$ cat config.mk
export PLATFORM = sky130hd
export DESIGN_NAME = touch_stroke_gesture_tracker
export DESIGN_NICKNAME = d
export VERILOG_FILES = /design/src/sv/tsg_pkg.sv /design/src/sv/tsg_step.sv /design/src/sv/touch_stroke_gesture_tracker.sv
export SDC_FILE = /design/constraint.sdc
export NUM_CORES = 1
export LEC_CHECK = 0
export BUFFER_PORTS_ARGS = -buffer_cell sky130_fd_sc_hd__buf_2
export CAP_MARGIN = 20
export CORE_ASPECT_RATIO = 0.7
export CORE_MARGIN = 2
export CORE_UTILIZATION = 35
export CTS_BUF_LIST = sky130_fd_sc_hd__clkbuf_8
export DETAILED_ROUTE_END_ITERATION = 6
export SETUP_SLACK_MARGIN = 0.05
export SLEW_MARGIN = 10
export SYNTH_ARGS = -nofsm -noshare
export SYNTH_HDL_FRONTEND = slang
export SYNTH_HIERARCHICAL = 1
export SYNTH_SLANG_ARGS = --single-unit
$ cat constraint.sdc
create_clock -name clk_i -period 11.8 [get_ports clk_i]
set_clock_uncertainty 0.1 [all_clocks]
set_input_delay 0.59 -clock clk_i [delete_from_list [all_inputs] [get_ports clk_i]]
set_output_delay 0.59 -clock clk_i [all_outputs]
set_load 0.02 [all_outputs]
$ cat src/sv/tsg_pkg.sv
// Shared types and constants of the touch stroke gesture tracker.
package tsg_pkg;

  localparam int          MaxStrokesDef  = 16;
  localparam int          ListBits       = 32;
  localparam int          CountBits      = 5;
  localparam logic [7:0]  MarginRstVal   = 8'd32;

  localparam logic [2:0]  PhaseFirst     = 3'd2;
  localparam logic [2:0]  PhaseHeld      = 3'd3;
  localparam logic [2:0]  PhaseRelease   = 3'd4;

  typedef enum logic [2:0] {
    DIR_IDLE  = 3'd0,
    DIR_START = 3'd1,
    DIR_UP    = 3'd2,
    DIR_LEFT  = 3'd3,
    DIR_DOWN  = 3'd4,
    DIR_RIGHT = 3'd5
  } dir_e;

  typedef enum logic [1:0] {
    STATUS_BUSY    = 2'd0,
    STATUS_STROKES = 2'd1,
    STATUS_NONE    = 2'd2
  } status_e;

  typedef struct packed {
    logic [7:0]           anchor_x;
    logic [7:0]           anchor_y;
    dir_e                 dir;
    logic [ListBits-1:0]  strokes;
    logic [CountBits-1:0] count;
  } state_t;

endpackage

$ cat src/sv/tsg_step.sv
// Next-state and status logic for one touch sample.
module tsg_step #(
  parameter int MAX_STROKES = tsg_pkg::MaxStrokesDef
) (
  input  tsg_pkg::state_t  state_i,
  input  logic             touch_pressed_i,
  input  logic [2:0]       touch_phase_i,
  input  logic [7:0]       pos_x_i,
  input  logic [7:0]       pos_y_i,
  input  logic [7:0]       move_margin_i,
  output tsg_pkg::state_t  state_o,
  output tsg_pkg::status_e status_o
);

  // Capacity is bounded by the 32-bit list.
  localparam int Cap = (MAX_STROKES < 16) ? MAX_STROKES : 16;

  always_comb begin
    logic          active;
    logic [7:0]    ax;
    logic [7:0]    ay;
    logic          go_down;
    logic          go_right;
    logic          go_left;
    logic          go_up;
    tsg_pkg::dir_e new_dir;
    logic [1:0]    code;

    state_o  = state_i;
    status_o = tsg_pkg::STATUS_BUSY;
    active   = 1'b1;
    ax       = state_i.anchor_x;
    ay       = state_i.anchor_y;
    new_dir  = state_i.dir;
    code     = 2'(3'(new_dir) - 3'(tsg_pkg::DIR_UP));
    go_down  = 1'b0;
    go_right = 1'b0;
    go_left  = 1'b0;
    go_up    = 1'b0;

    if (!touch_pressed_i && touch_phase_i != tsg_pkg::PhaseRelease) begin
      state_o.dir = tsg_pkg::DIR_IDLE;
    end else if (state_i.dir == tsg_pkg::DIR_IDLE && touch_phase_i == tsg_pkg::PhaseFirst) begin
      state_o.dir      = tsg_pkg::DIR_START;
      state_o.anchor_x = pos_x_i;
      state_o.anchor_y = pos_y_i;
      state_o.strokes  = '0;
      state_o.count    = '0;
    end else if (touch_phase_i == tsg_pkg::PhaseFirst || touch_phase_i == tsg_pkg::PhaseHeld) begin
      // Let the anchor follow the farthest extent in the current direction.
      case (state_i.dir)
        tsg_pkg::DIR_START: ;
        tsg_pkg::DIR_UP:    if (pos_y_i < ay) ay = pos_y_i;
        tsg_pkg::DIR_LEFT:  if (pos_x_i < ax) ax = pos_x_i;
        tsg_pkg::DIR_DOWN:  if (pos_y_i > ay) ay = pos_y_i;
        tsg_pkg::DIR_RIGHT: if (pos_x_i > ax) ax = pos_x_i;
        default:            active = 1'b0;
      endcase

      go_down  = {1'b0, pos_y_i} > ({1'b0, ay} + {1'b0, move_margin_i});
      go_right = {1'b0, pos_x_i} > ({1'b0, ax} + {1'b0, move_margin_i});
      go_left  = ({1'b0, pos_x_i} + {1'b0, move_margin_i}) < {1'b0, ax};
      go_up    = ({1'b0, pos_y_i} + {1'b0, move_margin_i}) < {1'b0, ay};

      // Priority: down, right, left, up.
      if (go_down) begin
        new_dir = tsg_pkg::DIR_DOWN;
      end else if (go_right) begin
        new_dir = tsg_pkg::DIR_RIGHT;
      end else if (go_left) begin
        new_dir = tsg_pkg::DIR_LEFT;
      end else if (go_up) begin
        new_dir = tsg_pkg::DIR_UP;
      end
      code = 2'(3'(new_dir) - 3'(tsg_pkg::DIR_UP));

      if (active) begin
        state_o.anchor_x = ax;
        state_o.anchor_y = ay;
        state_o.dir      = new_dir;
        if (new_dir != state_i.dir && state_i.count < tsg_pkg::CountBits'(Cap)) begin
          state_o.anchor_x = pos_x_i;
          state_o.anchor_y = pos_y_i;
          state_o.strokes  = state_i.strokes
                           | (tsg_pkg::ListBits'(code) << {state_i.count[3:0], 1'b0});
          state_o.count    = tsg_pkg::CountBits'(state_i.count + 5'd1);
        end
      end
    end else if (touch_phase_i == tsg_pkg::PhaseRelease) begin
      status_o = (state_i.count != '0) ? tsg_pkg::STATUS_STROKES : tsg_pkg::STATUS_NONE;
    end
  end

endmodule

$ cat src/sv/touch_stroke_gesture_tracker.sv
// Top level of the touch stroke gesture tracker.
//
//  channel  | dir | handshake          | payload
//  ---------+-----+--------------------+-----------------------------------------
//  s_t*     | in  | s_tvalid/s_tready  | s_tdata[23:0]  one touch sample
//  m_t*     | out | m_tvalid/m_tready  | m_tdata[47:0]  one result per sample
//  cfg_*    | in  | cfg_valid_i/ready  | cfg_data_i[7:0] move margin
//
// One sample per cycle while s_tready is high: the step logic reads the state
// registers and the sample, and the state and result registers load on the
// same edge, so the only loop is state -> step -> state.
// Each result appears in the cycle after its transfer; a stalled result holds in
// the output register and s_tready drops only while that register is full
// and not being taken. Reset (rst_ni low, asynchronous) sets the anchor to
// the origin, the direction to idle, clears the list and loads margin 32.
module touch_stroke_gesture_tracker #(
  parameter int MAX_STROKES = tsg_pkg::MaxStrokesDef
) (
  input  logic        clk_i,
  input  logic        rst_ni,
  // Input samples
  input  logic        s_tvalid,
  output logic        s_tready,
  // [0] touch_pressed, [3:1] touch_phase, [11:4] pos_x, [19:12] pos_y, rest zero
  input  logic [23:0] s_tdata,
  // Results
  output logic        m_tvalid,
  input  logic        m_tready,
  // [1:0] status, [33:2] stroke_list, [38:34] stroke_count,
  // [41:39] current_direction, rest zero
  output logic [47:0] m_tdata,
  // Margin register
  input  logic        cfg_valid_i,
  output logic        cfg_ready_o,
  input  logic [7:0]  cfg_data_i
);

  tsg_pkg::state_t  state_q, state_d;
  tsg_pkg::status_e status_d;
  logic [7:0]       margin_q;
  logic             out_valid_q;
  logic [41:0]      out_data_q;
  logic             in_xfer;

  // Accept a new sample whenever the result register is empty or draining.
  assign s_tready    = !out_valid_q || m_tready;
  assign in_xfer     = s_tvalid && s_tready;
  assign cfg_ready_o = 1'b1;

  tsg_step #(
    .MAX_STROKES(MAX_STROKES)
  ) u_step (
    .state_i        (state_q),
    .touch_pressed_i(s_tdata[0]),
    .touch_phase_i  (s_tdata[3:1]),
    .pos_x_i        (s_tdata[11:4]),
    .pos_y_i        (s_tdata[19:12]),
    .move_margin_i  (margin_q),
    .state_o        (state_d),
    .status_o       (status_d)
  );

  // Control and tracking state.
  always_ff @(posedge clk_i or negedge rst_ni) begin
    if (!rst_ni) begin
      state_q.anchor_x <= '0;
      state_q.anchor_y <= '0;
      state_q.dir      <= tsg_pkg::DIR_IDLE;
      state_q.strokes  <= '0;
      state_q.count    <= '0;
      margin_q         <= tsg_pkg::MarginRstVal;
      out_valid_q      <= 1'b0;
    end else begin
      if (cfg_valid_i) begin
        margin_q <= cfg_data_i;
      end
      if (in_xfer) begin
        state_q     <= state_d;
        out_valid_q <= 1'b1;
      end else if (m_tready) begin
        out_valid_q <= 1'b0;
      end
    end
  end

  // Result payload: load on every sample transfer, hold otherwise.
  always_ff @(posedge clk_i) begin
    if (in_xfer) begin
      out_data_q <= {state_d.dir, state_d.count, state_d.strokes, status_d};
    end
  end

  assign m_tvalid = out_valid_q;
  assign m_tdata  = {6'b0, out_data_q};

endmodule

==> qor.yml, run 1 <==
finish:
  final_common_cell: "ha_1"
  drive_gt1_share_pct: 25.23
  register_area_sq_um: 2889
  nFillCells: 2230
  fin_cells: 1165
  fin_nets: 969
  area_delta_synth_final_pct: 10.32
  multiInputGateArea_sq_um: 4711
  layout_common_cells: "ha_1 (81), buf_2 (76), nand2_1 (74)"
routing:
  dr.pass1.iters: 5
  drc: 0
  post_drt_wl_per_cell_um: 16.86
  antenna_left: 0
  vias: 6025
  drt_wl_total_um: 19650
  dr.first_iter.drc_count: 399
  routed_via_density: 5.172
place:
  dp.cells: 1148
  numPortBuffers: 76
  place_hpwl_um: 14300
  gp_congestion: 0.7919
  post-place-ws_ps: 3995
power_and_ir_drop:
  p_int_mw: 0.9824
  ir_drop_v: 0.0001059
  cellPowerDensity_nw_per_um2: 211.0
  p_seq_share_pct: 27.0
  combPwrFrac_pct: 60.7
  power.share.clock_pct: 12.3
  power_switching_mw: 0.8739
  p_leak_nw: 3.917
  netSwitchingFraction_pct: 47.08
synth:
  synthTopCellsByArea: "dfrtp_1 (20%), edfxtp_1 (16%), ha_1 (13%)"
  synth_flop_cell: "dfrtp_1"
  synth_enable_flop_cells: 42
  synth_seq_cells: 107
  synth_cell_types: 74
  synth.largest_area_cell: "dfrtp_1"
  ys_seq_area_share_pct: 36.23
  syn_area_per_cell_sq_um: 10.17
  synth_area_sq_um: 7974
  synth_warnings: 6
  synthArstFlopShare_pct: 60.75
  postSynthCellCount: 784
  yosys.area.top_type_share_pct: 20.08
critical_path:
  worstSetupEndpointType: "register"
  cpMaxStageDelayCell: "nor2_1"
  critical_path.max_fanout: 16
  start_kind: "register"
  cp.arrival_ps: 7890
  critPathKind: "reg -> reg"
  slowest_delay_ps: 710
  required_ps: 12020
  crit_path_frequent_cell: "o21ai_0"
clocking:
  path_clk_slew_ps: 110
  cts-root-buf: "clkbuf_8"
  h-tree-depth: 3
  cts_sinks: 107
  clock_path_buffers: 2
  cts_made_buffers: 9
  post-cts-setup-buffers: 0
  cts_tree: "built"
  clk_latency_ps: 390
  ctsHoldBuffers: 0
  cts_resized: 0
timing:
  setup_tns_ps: 0
  fmax_ghz: 0.1305
  min_period_ps: 7665
  slew_violations: 0
  post-route-period-util_pct: 64.96
  worst_slack_ps: 4135
  max_slew_margin_pct: 30.97
  setup_viol: 0
  rsz0062_at_grt: "no"
  whs_ps: 311.8
  worstMarginPinSlew_ps: 1035
  final_hold_viol_count: 0
floorplanning:
  num_io_pins: 88
  start_util_pct: 35.43
  die_w_um: 184.4
  die_h_um: 130.3
  core_sq_um: 22500
  fp-row-count: 46
  die_area_sq_um: 24030
job:
  max_cap_violations: 0
grt:
  grtUsageTotal_pct: 16.66
  overflow: 0
  grt_max_degree: 66
  antenna_found_initial: 1
  grt_pass1_wl_um: 31240
  grt_pass1_vias: 5714
status:
  status: "finished, final reports clean"
hold_path:
  worst_hold_path_type: "in -> async"
==> kinds of logic after synthesis <==
| family | after synthesis | share of synthesized area, % |
|---|---|---|
| AO/OA/AOI/OAI | 218 | 18.31 |
| adder cells (fa/ha/maj) | 85 | 13.71 |
| other | 2 | 0.09418 |
| buffers and inverters | 84 | 4.974 |
| XOR/XNOR | 23 | 2.526 |
| multiplexers | 81 | 13.13 |
| flip-flops | 107 | 36.23 |
| AND/OR/NAND/NOR | 184 | 11.02 |
==> per-stage QoR <==
stage	instance area, sq um	total power, mW	utilization, %
after global placement	8603	1.601	38.23
final	8797	1.856	39.09
after floorplan	7993	1.370	-
after global routing	8795	2.023	39.08
after CTS	8795	1.858	39.08
after detailed placement	8603	1.620	38.23
==> area by class of cell <==
cell class / instances / share of cell area [%]
antenna: 1 / 0.02845
clock buffer: 9 / 1.408
clock inverter: 7 / 0.7680
inverter: 48 / 2.048
multi-input combinational: 598 / 53.55
sequential: 107 / 32.84
tap: 312 / 4.437
timing repair buffer: 83 / 4.921
==> power groups by stage <==
stage / clock (mW) / combinational [mW] / sequential (mW)
floorplan: 0 / 0.872 / 0.497
global placement: 0 / 1.09 / 0.508
detailed placement: 0 / 1.11 / 0.507
CTS: 0.236 / 1.12 / 0.500
global route: 0.246 / 1.27 / 0.511
finish: 0.228 / 1.13 / 0.501
==> cells in the mapped netlist, types with 3 or more instances <==
master and number:
a211oi_1 5, a21o_1 14, a21oi_1 69, a21oi_2 11
a22o_1 3, a31oi_1 9, a32o_1 3, and3_1 4
buf_2 4, buf_4 8, buf_6 4, clkbuf_1 19
dfrtp_1 64, edfxtp_1 42, fa_1 4, ha_1 81
inv_1 47, mux2_2 41, mux2_4 37, mux2i_1 3
nand2_1 74, nand2b_1 4, nand3_1 7, nand4_1 9
nor2_1 49, nor2b_1 6, nor3_1 8, o211ai_1 7
o21a_1 5, o21ai_0 38, o21ai_1 3, o21bai_1 9
o22ai_1 16, or2_2 3, or4_1 3, xnor2_1 15
xor2_1 8
==> flip-flops by register name, summed over array words and instances, names as in the netlist <==
signal      cells
out_data_q     42
state_q        56
m_tvalid        1
margin_q        8
==> worst paths after layout <==
check | from | end | slack, ps | cells past startpoint
worst max-delay path | state_q[55]$_DFFE_PN0P_ | state_q[16]$_DFFE_PN0P_ | 4130 | 30
worst min-delay path | rst_ni | state_q[41]$_DFFE_PN0P_ | 310 | 2
worst max register to register | state_q[55]$_DFFE_PN0P_ | state_q[16]$_DFFE_PN0P_ | 4130 | 30
worst min register to register | state_q[36]$_DFFE_PN0P_ | state_q[36]$_DFFE_PN0P_ | 420 | 1
max in group asynchronous | rst_ni | state_q[8]$_DFFE_PN0P_ | 10680 | 2
min in group clk_i | s_tvalid | m_tvalid$_DFFE_PN0P_ | 310 | 2
==> metal layers <==
layer	up-vias	GRT usage, %	wire length (um)
li1	2977	-	-
met1	2914	25.51	10480
met2	122	24.24	8074
met3	12	3.182	957
met4	0	3.247	132
met5	-	0	0
==> critical path: cells and delay by family, from the launching register on <==
family / cells / cell delay [ps]
xor gates and xnor gates: 1 / 90
muxes: 1 / 210
and+or+nand+nor: 7 / 1430
AOI/OAI and AO/OA: 17 / 4270
DFF: 1 / 420
buffers and inverters: 1 / 60
adders and majority gates: 3 / 1020
Note: power is estimated with default switching activity, not from simulation.
==> inputs of run 2 (changes only) <==
==> constraint.sdc (replaced) <==
create_clock -name clk_i -period 8 [get_ports clk_i]
set_clock_uncertainty 0.1 [all_clocks]
set_input_delay 0.4 -clock clk_i [delete_from_list [all_inputs] [get_ports clk_i]]
set_output_delay 0.4 -clock clk_i [all_outputs]
set_load 0.02 [all_outputs]
==> qor.yml, run 2 (synthesis results as in run 1) <==
timing:
  setup_tns_ps: 0
  fmax_ghz: 0.1369
  min_period_ps: 7303
  max_slew_margin_pct: 33.76
  setup_viol: 0
  worst_slack_ps: 696.5
  slew_violations: 0
  final_hold_viol_count: 0
  rsz0062_at_grt: "no"
  worstMarginPinSlew_ps: 993.6
  post-route-period-util_pct: 91.29
place:
  gp_congestion: 0.8016
  numPortBuffers: 76
  dp.cells: 1151
  post-place-ws_ps: 601.2
  place_hpwl_um: 14260
floorplanning:
  start_util_pct: 35.43
  num_io_pins: 88
  core_sq_um: 22500
  die_h_um: 130.3
  die_w_um: 184.4
  die_area_sq_um: 24030
  fp-row-count: 46
routing:
  dr.first_iter.drc_count: 436
  dr.pass1.iters: 5
  routed_via_density: 5.212
  post_drt_wl_per_cell_um: 16.86
  antenna_left: 0
  vias: 6088
  drc: 0
  drt_wl_total_um: 19700
critical_path:
  r2r-start: "state_q[55]$_DFFE_PN0P_"
  critical_path.max_fanout: 16
  r2r-end: "state_q[36]$_DFFE_PN0P_"
  required_ps: 8230
  start_kind: "register"
  cp.arrival_ps: 7530
  cpMaxStageDelayCell: "nor2_1"
  slowest_delay_ps: 710
  worstSetupEndpointType: "register"
  critPathKind: "reg -> reg"
  rr_worst_depth: 31
  r2r_slack_ps: 700
finish:
  fin_cells: 1168
  area_delta_synth_final_pct: 10.80
  drive_gt1_share_pct: 25.50
  final_common_cell: "ha_1"
  fin_nets: 972
  top_register: "state_q"
  layout_common_cells: "ha_1 (81), buf_2 (76), nand2_1 (74)"
  nFillCells: 2212
  reg_top3: "state_q (56), out_data_q (42), margin_q (8)"
  largest_reg_flops: 56
clocking:
  clk_latency_ps: 390
  post-cts-setup-buffers: 0
  cts_made_buffers: 9
  cts_tree: "built"
  path_clk_slew_ps: 110
  clock_path_buffers: 2
  h-tree-depth: 3
  cts-root-buf: "clkbuf_8"
  cts_sinks: 107
job:
  max_cap_violations: 0
power_and_ir_drop:
  power.total_mw: 2.800
  ir_drop_v: 0.0001928
  p_leak_nw: 3.936
  cellPowerDensity_nw_per_um2: 317.0
grt:
  grt_pass1_wl_um: 31150
  grt_pass1_vias: 5636
  overflow: 0
  antenna_found_initial: 1
  grtUsageTotal_pct: 16.80
  grt_max_degree: 66
hold_path:
  worst_hold_path_type: "in -> async"
status:
  status: "finished, final reports clean"
## run 2: cell count changes in the layout (fill, tap and decap cells not counted), sizes merged
cell | before | now
buf | 83 | 86
bufinv | 0 | 1
clkinv | 4 | 3
clkinvlp | 0 | 1
inv | 51 | 50
## run 2: cell type report
type,count,area [sq um],share of cell area (%)
Tap cell,312,390.4,4.419
Inverter,48,180.2,2.039
Clock inverter,7,82.58,0.9347
Timing Repair Buffer,86,455.4,5.155
Multi-Input combinational cell,598,4711,53.32
Clock buffer,9,123.9,1.402
Antenna cell,1,2.502,0.02832
Sequential cell,107,2889,32.70
## run 2: timing repair
item | 4_1_cts | 5_1_grt
gates resized for setup | 0 | 1
endpoints found under the setup margin | 0 | 10
hold buffers | 0 | 0
## run 2: worst max-delay path by stage
stage	from	to	cells past startpoint
floorplan	state_q[41]$_DFFE_PN0P_	state_q[48]$_DFFE_PN0P_	31
global placement	s_tdata[5]	state_q[55]$_DFFE_PN0P_	31
finish	state_q[55]$_DFFE_PN0P_	state_q[36]$_DFFE_PN0P_	31
CTS	state_q[49]$_DFFE_PN0P_	state_q[36]$_DFFE_PN0P_	31
detailed placement	s_tdata[5]	state_q[55]$_DFFE_PN0P_	31
global route	state_q[49]$_DFFE_PN0P_	state_q[36]$_DFFE_PN0P_	31
## run 2: through the flow
stage | utilization [%] | hold WS, ps | instance area, sq um
6_report | 39.26 | 126.7 | 8835
3_5_place_dp | 38.33 | 392.0 | 8626
4_1_cts | 39.25 | 107.0 | 8832
3_3_place_gp | 38.33 | 386.7 | 8626
2_1_floorplan | - | 4.409 | 7993
5_1_grt | 39.25 | 110.7 | 8832
## run 2: power by group
group          internal, mW  total (mW)  switching (mW)
Combinational         0.717        1.70           0.982
Clock                 0.151       0.361           0.210
Sequential            0.646       0.741          0.0951
Total                  1.51        2.80            1.29
## run 2: critical path: cells and delay by family (launching register included)
family / cells / cell delay, ps
AND/OR/NAND/NOR: 7 / 1360
XOR/XNOR: 1 / 90
buffers and inverters: 2 / 270
adder cells (fa/ha/maj): 3 / 970
flip-flops: 1 / 420
AO/OA/AOI/OAI: 17 / 3800
multiplexers: 1 / 200
## run 2: per-layer routing
metal	global-route usage (%)	wire length, um	vias up
met1	25.90	10560	2964
met3	3.014	892	11
li1	-	-	2989
met5	0	0	-
met2	24.37	8095	124
met4	3.200	152	0
